==> src/hw/rtl/dataflow_firing_scheduler_core_macros.svh <==
// ----------------------------------------------------------------------------
// Assertion macros for the dataflow firing scheduler
// Concurrent assertion wrappers that fold away in synthesis builds.
// ----------------------------------------------------------------------------
`ifndef DATAFLOW_FIRING_SCHEDULER_CORE_MACROS_SVH
`define DATAFLOW_FIRING_SCHEDULER_CORE_MACROS_SVH

`ifndef SYNTHESIS

// Checked only while out of reset.
`define DFS_ASSERT(lbl, clk, rst_n, prop) \
  lbl: assert property (@(posedge clk) disable iff (!rst_n) prop) \
    else $error("dfs assertion failed");

// Checked at every edge, reset included.
`define DFS_ASSERT_ALWAYS(lbl, clk, prop) \
  lbl: assert property (@(posedge clk) prop) \
    else $error("dfs assertion failed");

`else

`define DFS_ASSERT(lbl, clk, rst_n, prop)
`define DFS_ASSERT_ALWAYS(lbl, clk, prop)

`endif

`endif

==> src/hw/rtl/dfs_pkg.sv <==
// ----------------------------------------------------------------------------
// dfs_pkg
// Types, constants and edge descriptor helpers of the firing scheduler.
// ----------------------------------------------------------------------------
package dfs_pkg;

  localparam int ACTOR_COUNT = 8;
  localparam int EDGE_COUNT  = 7;
  localparam int MAX_REPEAT  = 16;

  localparam int ACTOR_W     = 3;
  localparam int RATE_W      = 4;
  localparam int DESC_W      = 14;
  localparam int TOKEN_W     = 8;
  localparam int FIRED_W     = 4;
  localparam int REP_FIELD_W = 5;
  localparam int REPS_W      = 40;
  localparam int LEFT_W      = $clog2(MAX_REPEAT + 1);

  localparam int PDATA_W     = 64;
  localparam int PADDR_W     = 6;
  localparam int REG_IDX_W   = 3;

  // Register indexes: edges occupy 0 .. EDGE_COUNT-1
  localparam logic [REG_IDX_W-1:0] REG_REPEAT = 3'd7;

  typedef enum logic [1:0] {
    ST_FIRED    = 2'd0,
    ST_BLOCKED  = 2'd1,
    ST_COMPLETE = 2'd2,
    ST_RESTART  = 2'd3
  } status_e;

  typedef logic [EDGE_COUNT-1:0][DESC_W-1:0]   edge_descs_t;
  typedef logic [EDGE_COUNT-1:0][TOKEN_W-1:0]  tokens_t;
  typedef logic [ACTOR_COUNT-1:0][LEFT_W-1:0]  left_t;
  typedef logic [ACTOR_COUNT-1:0][FIRED_W-1:0] fired_t;

  typedef struct packed {
    status_e              status;
    logic [ACTOR_W-1:0]   actor;
    logic [FIRED_W-1:0]   firing_index;
  } fire_result_t;

  localparam edge_descs_t EDGE_DESC_RESET = {
    14'd1150, 14'd2165, 14'd2156, 14'd1123, 14'd2138, 14'd1105, 14'd2120
  };
  localparam logic [REPS_W-1:0] REPS_RESET = 40'd35504922896;

  function automatic logic [ACTOR_W-1:0] edge_src(input logic [DESC_W-1:0] d);
    return d[2:0];
  endfunction

  function automatic logic [ACTOR_W-1:0] edge_dst(input logic [DESC_W-1:0] d);
    return d[5:3];
  endfunction

  function automatic logic [RATE_W-1:0] edge_prod(input logic [DESC_W-1:0] d);
    return d[9:6];
  endfunction

  function automatic logic [RATE_W-1:0] edge_cons(input logic [DESC_W-1:0] d);
    return d[13:10];
  endfunction

endpackage

==> src/hw/rtl/dataflow_firing_scheduler_core.sv <==
// ----------------------------------------------------------------------------
// dataflow_firing_scheduler_core
// Synchronous-dataflow firing scheduler, downstream-first list order, with
// graph description held in APB registers.
// ----------------------------------------------------------------------------
//   port group   direction  handshake              payload
//   in           receive    in_valid_i/in_stall_o  restart_i
//   out          send       out_valid_o/out_stall_i status_o, actor_o,
//                                                  firing_index_o
//   apb          receive    psel/penable/pready    paddr, pwdata, prdata
//
// One item per cycle while the result is not stalled; each item waits in
// the item register and then lands in the result register.
// The firing decision and token update are one combinational pass.
// Reset clears tokens and firings left, so the block reports complete
// until the first restart. A stalled result holds the item register; a new
// item is still taken while the item register is empty.
// ----------------------------------------------------------------------------
`include "dataflow_firing_scheduler_core_macros.svh"

module dataflow_firing_scheduler_core (
  input  logic        clk_i,
  input  logic        rst_ni,
  input  logic        in_valid_i,
  output logic        in_stall_o,
  input  logic        restart_i,
  output logic        out_valid_o,
  input  logic        out_stall_i,
  output logic [1:0]  status_o,
  output logic [2:0]  actor_o,
  output logic [3:0]  firing_index_o,
  input  logic        psel,
  input  logic        penable,
  input  logic        pwrite,
  input  logic [5:0]  paddr,
  input  logic [63:0] pwdata,
  output logic [63:0] prdata,
  output logic        pready
);
  import dfs_pkg::*;

  edge_descs_t         edge_desc_q;
  logic [REPS_W-1:0]   reps_q;
  tokens_t             tokens_q, tokens_d;
  left_t               left_q, left_d;
  fired_t              fired_q, fired_d;
  logic                s1_valid_q, s1_restart_q;
  logic                out_valid_q;
  fire_result_t        out_result_q, fire_res;
  logic                any_left;
  logic                s1_adv, in_accept, cfg_wr;
  logic [REG_IDX_W-1:0] reg_idx;

  assign pready  = 1'b1;
  assign reg_idx = paddr[PADDR_W-1:PADDR_W-REG_IDX_W];
  assign cfg_wr  = psel && penable && pwrite && pready;

  always_comb begin
    prdata = '0;
    if (reg_idx == REG_REPEAT) begin
      prdata = {{(PDATA_W-REPS_W){1'b0}}, reps_q};
    end else if (reg_idx < REG_IDX_W'(EDGE_COUNT)) begin
      prdata = {{(PDATA_W-DESC_W){1'b0}}, edge_desc_q[reg_idx]};
    end
  end

  always_ff @(posedge clk_i or negedge rst_ni) begin
    if (!rst_ni) begin
      edge_desc_q <= EDGE_DESC_RESET;
      reps_q      <= REPS_RESET;
    end else if (cfg_wr) begin
      if (reg_idx == REG_REPEAT) begin
        reps_q <= pwdata[REPS_W-1:0];
      end else if (reg_idx < REG_IDX_W'(EDGE_COUNT)) begin
        edge_desc_q[reg_idx] <= pwdata[DESC_W-1:0];
      end
    end
  end

  // Item register advances when the result register is free or draining
  assign s1_adv     = s1_valid_q && (!out_valid_q || !out_stall_i);
  assign in_stall_o = s1_valid_q && !s1_adv;
  assign in_accept  = in_valid_i && !in_stall_o;

  dfs_fire_unit u_fire (
    .restart_i   (s1_restart_q),
    .edge_desc_i (edge_desc_q),
    .reps_i      (reps_q),
    .tokens_i    (tokens_q),
    .left_i      (left_q),
    .fired_i     (fired_q),
    .tokens_o    (tokens_d),
    .left_o      (left_d),
    .fired_o     (fired_d),
    .result_o    (fire_res),
    .any_left_o  (any_left)
  );

  always_ff @(posedge clk_i or negedge rst_ni) begin
    if (!rst_ni) begin
      s1_valid_q  <= 1'b0;
      out_valid_q <= 1'b0;
      tokens_q    <= '0;
      left_q      <= '0;
      fired_q     <= '0;
    end else begin
      if (in_accept) begin
        s1_valid_q <= 1'b1;
      end else if (s1_adv) begin
        s1_valid_q <= 1'b0;
      end
      if (s1_adv) begin
        out_valid_q <= 1'b1;
        tokens_q    <= tokens_d;
        left_q      <= left_d;
        fired_q     <= fired_d;
      end else if (!out_stall_i) begin
        out_valid_q <= 1'b0;
      end
    end
  end

  always_ff @(posedge clk_i) begin
    if (in_accept) begin
      s1_restart_q <= restart_i;
    end
    if (s1_adv) begin
      out_result_q <= fire_res;
    end
  end

  assign out_valid_o    = out_valid_q;
  assign status_o       = out_result_q.status;
  assign actor_o        = out_result_q.actor;
  assign firing_index_o = out_result_q.firing_index;

  `DFS_ASSERT(a_restart_clears_fired, clk_i, rst_ni, s1_adv && s1_restart_q |=> fired_q == '0)
  `DFS_ASSERT(a_idle_keeps_tokens, clk_i, rst_ni, s1_adv && !s1_restart_q && fire_res.status != ST_FIRED |=> $stable(tokens_q))
  `DFS_ASSERT(a_complete_only_empty, clk_i, rst_ni, s1_valid_q && !s1_restart_q && any_left |-> fire_res.status != ST_COMPLETE)
  `DFS_ASSERT_ALWAYS(a_empty_takes_item, clk_i, !s1_valid_q |-> !in_stall_o)

endmodule

==> src/hw/rtl/dfs_fire_unit.sv <==
// ----------------------------------------------------------------------------
// dfs_fire_unit
// Single-pass firing decision: restart reload, enable test of all actors,
// downstream-first pick, token and firing counter update.
// ----------------------------------------------------------------------------
module dfs_fire_unit (
  input  logic                 restart_i,
  input  dfs_pkg::edge_descs_t edge_desc_i,
  input  logic [39:0]          reps_i,
  input  dfs_pkg::tokens_t     tokens_i,
  input  dfs_pkg::left_t       left_i,
  input  dfs_pkg::fired_t      fired_i,
  output dfs_pkg::tokens_t     tokens_o,
  output dfs_pkg::left_t       left_o,
  output dfs_pkg::fired_t      fired_o,
  output dfs_pkg::fire_result_t result_o,
  output logic                 any_left_o
);
  import dfs_pkg::*;

  logic [ACTOR_COUNT-1:0] enable;
  logic                   found;
  logic [ACTOR_W-1:0]     sel;

  // Enable test: firings left and enough tokens on every input edge
  always_comb begin
    for (int a = 0; a < ACTOR_COUNT; a++) begin
      enable[a] = (left_i[a] != '0);
      for (int e = 0; e < EDGE_COUNT; e++) begin
        if (edge_dst(edge_desc_i[e]) == ACTOR_W'(a) &&
            tokens_i[e] < {{(TOKEN_W-RATE_W){1'b0}}, edge_cons(edge_desc_i[e])}) begin
          enable[a] = 1'b0;
        end
      end
    end
  end

  // Highest-numbered enabled actor wins
  always_comb begin
    found = 1'b0;
    sel   = '0;
    for (int a = 0; a < ACTOR_COUNT; a++) begin
      if (enable[a]) begin
        found = 1'b1;
        sel   = ACTOR_W'(a);
      end
    end
  end

  always_comb begin
    any_left_o = 1'b0;
    for (int a = 0; a < ACTOR_COUNT; a++) begin
      if (left_i[a] != '0) begin
        any_left_o = 1'b1;
      end
    end
  end

  always_comb begin
    logic [TOKEN_W-1:0]     tok;
    logic [TOKEN_W:0]       sum;
    logic [REP_FIELD_W-1:0] q;

    tokens_o = tokens_i;
    left_o   = left_i;
    fired_o  = fired_i;
    result_o = '{status: ST_BLOCKED, actor: '0, firing_index: '0};
    tok      = '0;
    sum      = '0;
    q        = '0;

    if (restart_i) begin
      tokens_o = '0;
      fired_o  = '0;
      for (int a = 0; a < ACTOR_COUNT; a++) begin
        q = reps_i[REP_FIELD_W*a +: REP_FIELD_W];
        // clamp the reload so the firing number fits its field
        left_o[a] = (q > REP_FIELD_W'(MAX_REPEAT)) ? LEFT_W'(MAX_REPEAT) : LEFT_W'(q);
      end
      result_o.status = ST_RESTART;
    end else if (!any_left_o) begin
      result_o.status = ST_COMPLETE;
    end else if (found) begin
      for (int e = 0; e < EDGE_COUNT; e++) begin
        tok = tokens_i[e];
        // consume before produce so self loops behave
        if (edge_dst(edge_desc_i[e]) == sel) begin
          tok = tok - {{(TOKEN_W-RATE_W){1'b0}}, edge_cons(edge_desc_i[e])};
        end
        if (edge_src(edge_desc_i[e]) == sel) begin
          sum = {1'b0, tok} + {{(TOKEN_W+1-RATE_W){1'b0}}, edge_prod(edge_desc_i[e])};
          tok = sum[TOKEN_W] ? {TOKEN_W{1'b1}} : sum[TOKEN_W-1:0];
        end
        tokens_o[e] = tok;
      end
      fired_o[sel]          = fired_i[sel] + FIRED_W'(1);
      left_o[sel]           = left_i[sel] - LEFT_W'(1);
      result_o.status       = ST_FIRED;
      result_o.actor        = sel;
      result_o.firing_index = fired_i[sel];
    end
  end

endmodule

==> config.mk <==
export PLATFORM = sky130hd
export DESIGN_NAME = dataflow_firing_scheduler_core
export DESIGN_NICKNAME = d
export VERILOG_FILES = /design/src/hw/rtl/dfs_pkg.sv /design/src/hw/rtl/dataflow_firing_scheduler_core.sv /design/src/hw/rtl/dfs_fire_unit.sv
export VERILOG_INCLUDE_DIRS = /design/src /design/src/hw/rtl
export SDC_FILE = /design/constraint.sdc
export NUM_CORES = 1
export LEC_CHECK = 0
export BUFFER_PORTS_ARGS = -buffer_cell sky130_fd_sc_hd__buf_4
export CORE_MARGIN = 10
export CORE_UTILIZATION = 55
export DETAILED_ROUTE_END_ITERATION = 7
export PLACE_DENSITY = 0.8
export SLEW_MARGIN = 20
export SYNTH_ARGS = -nofsm -noshare
export SYNTH_HDL_FRONTEND = slang
export SYNTH_SLANG_ARGS = --single-unit
export TNS_END_PERCENT = 30
==> constraint.sdc <==
create_clock -name clk_i -period 13.1 [get_ports clk_i]
set_input_delay 2.62 -clock clk_i [delete_from_list [all_inputs] [get_ports clk_i]]
set_output_delay 2.62 -clock clk_i [all_outputs]
set_load 0.02 [all_outputs]
==> out/qor.yml <==
startpoint: "paddr[3]"
rsz0062_at_grt: "no"
grt_overflow: 0
cp_data_required_time_ps: 10480
seq_area_frac_synth_pct: 36.5
path_clk_slew_ps: 60
io_buffers: 101
slew_viol_final: 0
finalClockSkew_ps: 17.2
postCtsHoldBufs: 0
grt_pass1_vias: 17230
num-nets-final: 2287
final_util_pct: 61.9
combPwrFrac_pct: 57.5
cts_resized: 0
p_leak_nw: 9.53
synth_enable_flop_cells: 10
route.detailed.drc: 0
hold_class: "flop to flop"
tritoncts: "built"
p_per_area_mw_per_mm2: 254
n_antenna_cell: 0
synthCells: 2100
die_w_um: 208
hpwl_um: 46700
yosys.area.top_type: "dfrtp_1"
vias: 17536
htree_levels: 1
firstDrtPassIters: 6
clockBufferDepth: 3
clkPwrFrac_pct: 17.1
cts_setup_buffers: 0
grt_max_degree: 177
critPathCaptureType: "output pin"
cp_max_fo: 47
tns_ps: 0
ys_ff_latch: 278
fmax_mhz: 126
place_congestion: 0.994
setup_slack_ps: 5180
die-area_mm2: 0.0431
r2r_start: "edge_desc_q[10]$_DFFE_PN0P_"
pwr-share-seq_pct: 25.4
hold_viol_final: 0
critPathArrivalTime_ps: 5300
via_per_inst: 6.70
syn-cell-area_mm2: 0.0194
antenna_found_initial: 1
netlist.area_leader.share_pct: 29.1
grt.total_usage_pct: 28.4
core_region_area_mm2: 0.0346
min_period_over_period_pct: 60.5
wl_per_cell_um: 24.4
start_util_pct: 55.9
synthArstFlopShare_pct: 96.4
setup_violations: 0
placementRows: 68
synth_area_leaders: "dfrtp_1, mux2_2, dfstp_2"
drt_iter0_drc: 1943
fp.dieH_um: 208
drt_wl_total_um: 63800
ys_types: 113
drtAntennaViolNets: 0
avgSynthCellArea_um2: 9.22
status: "completed"
synth_ff_type: "dfrtp_1"
areaGrowthSynthToFinish_pct: 10.7
cp-endpoint: "prdata[3]"
io_pins: 154
clkLatencyLatePin_ps: 590
finalCriticalPeriod_ps: 7920
r2r-end: "tokens_q[14]$_DFFE_PN0P_"
cts.sinks: 278
ys_warn_count: 0
numCtsBuffers: 31
tightest_slew_ps: 1100
ff2ff_setup_slack_ps: 5500
maxCapViolations: 0
p_int_mw: 2.73
fillers: 2792
cts-root-buf: "clkbuf_16"
switching_share_pct: 49.7
dpl_worst_slack_ps: 5280
switchingPower_mw: 2.70
critical_path_class: "primary input to output pin"
relSlewSlack_pct: 26.5
reg2regPathDepth: 21
grt_pass1_wl_um: 99700
vdd_drop_max_uv: 183
startpoint_type: "primary input"
final_layout_size_suffix_gt1_share_pct: 19.1
## power groups by stage
stage	clock, mW	combinational, mW	sequential (mW)
floorplan	0	2.25	1.23
global placement	0	2.94	1.36
detailed placement	0	3.02	1.38
finish	0.927	3.13	1.38
global route	0.966	3.34	1.40
CTS	0.929	3.04	1.37
## through the flow
stage / total power [mW] / area [um^2] / cells / hold WS, ps
detailed placement: 4.40 / 20300 / 2558 / 470
global placement: 4.30 / 20300 / 2558 / 461
CTS: 5.33 / 21400 / 2616 / 483
global route: 5.71 / 21400 / 2617 / 499
floorplan: 3.49 / 19400 / 2123 / 449
finish: 5.44 / 21400 / 2617 / 484
## critical path: stages
cell and delay (ps):
buf_4 410, and2_1 940, nand2_1 600, nor2_1 330, a211oi_1 150, buf_4 220
## synthesized netlist by cell type (all sizes together), types with 13 or more instances
library cell    n
o22ai          26
nor3           39
fa             14
xnor2          37
a21o           36
nand3          45
nand2b         23
nand2         259
nand4          17
dfstp          43
a31oi          13
ha             58
o221ai         32
inv            91
a211oi         31
a32o           15
dfrtp         225
nor4           20
a22oi          23
o31ai          18
a22o           13
and3           39
mux2i          55
o211ai         18
or3            21
xor2           33
nor2          126
buf            56
clkbuf         93
a21oi          70
or4            19
nor2b          19
and2           20
o21ai         155
mux2          125
## registers in the layout (all words and copies together) (netlist names)
signal / flops
s1_restart_q: 1
edge_desc_q: 98
reps_q: 40
fired_q: 32
actor_o: 3
tokens_q: 56
status_o: 2
out_valid_o: 1
left_q: 40
firing_index_o: 4
s1_valid_q: 1
## layout by cell type, fill, tap and decap left out, drive strengths merged, types with 33 or more instances in the layout
cell type and n:
a21oi 70, clkbuf 45, nand2 259, xor2 33, xnor2 37, mux2 125
dfrtp 225, nor2 126, nor3 39, a21o 36, o21ai 155, inv 92
buf 130, dfstp 43, ha 58, nand3 45, mux2i 55, and3 39
## per-layer routing
metal	GRT usage [%]	vias up	wire length [um]
met5	0	-	0
met4	11.8	0	2850
met3	6.27	189	6580
met2	44.8	991	29000
met1	37.1	8580	25400
li1	-	7776	-
## kinds of logic (layout without fill, tap and decap cells)
logic type               Yosys count  count (layout)  share of synthesized area [%]
AND/OR/NAND/NOR                  703             703                           18.5
other                              2              25                         0.0388
AO/OA/AOI/OAI                    548             548                           20.1
flip-flops                       278             278                           36.5
adder cells (fa/ha/maj)           72              72                           5.20
multiplexers                     186             186                           10.8
buffers and inverters            241             280                           5.52
XOR/XNOR                          70              70                           3.32
## final cells by class
type	instances	area [um^2]	area share, %
Multi-Input combinational cell	1604	11400	53.1
Clock inverter	13	193	0.900
Clock buffer	45	868	4.05
Timing Repair Buffer	130	1020	4.74
Inverter	92	345	1.61
Sequential cell	278	7060	33.0
Tap cell	455	569	2.66
## worst min path at each step
| stage | start | to | cells past startpoint | slack [ps] |
|---|---|---|---|---|
| 6_report | fired_q[23]$_DFFE_PN0P_ | fired_q[23]$_DFFE_PN0P_ | 2 | 480 |
| 4_1_cts | fired_q[23]$_DFFE_PN0P_ | fired_q[23]$_DFFE_PN0P_ | 2 | 480 |
| 3_3_place_gp | fired_q[11]$_DFFE_PN0P_ | fired_q[11]$_DFFE_PN0P_ | 2 | 460 |
| 2_1_floorplan | fired_q[0]$_DFFE_PN0P_ | fired_q[0]$_DFFE_PN0P_ | 2 | 450 |
| 3_5_place_dp | fired_q[23]$_DFFE_PN0P_ | fired_q[23]$_DFFE_PN0P_ | 2 | 470 |
| 5_1_grt | fired_q[4]$_DFFE_PN0P_ | fired_q[4]$_DFFE_PN0P_ | 2 | 500 |
Power figures use the tool's default switching activity.
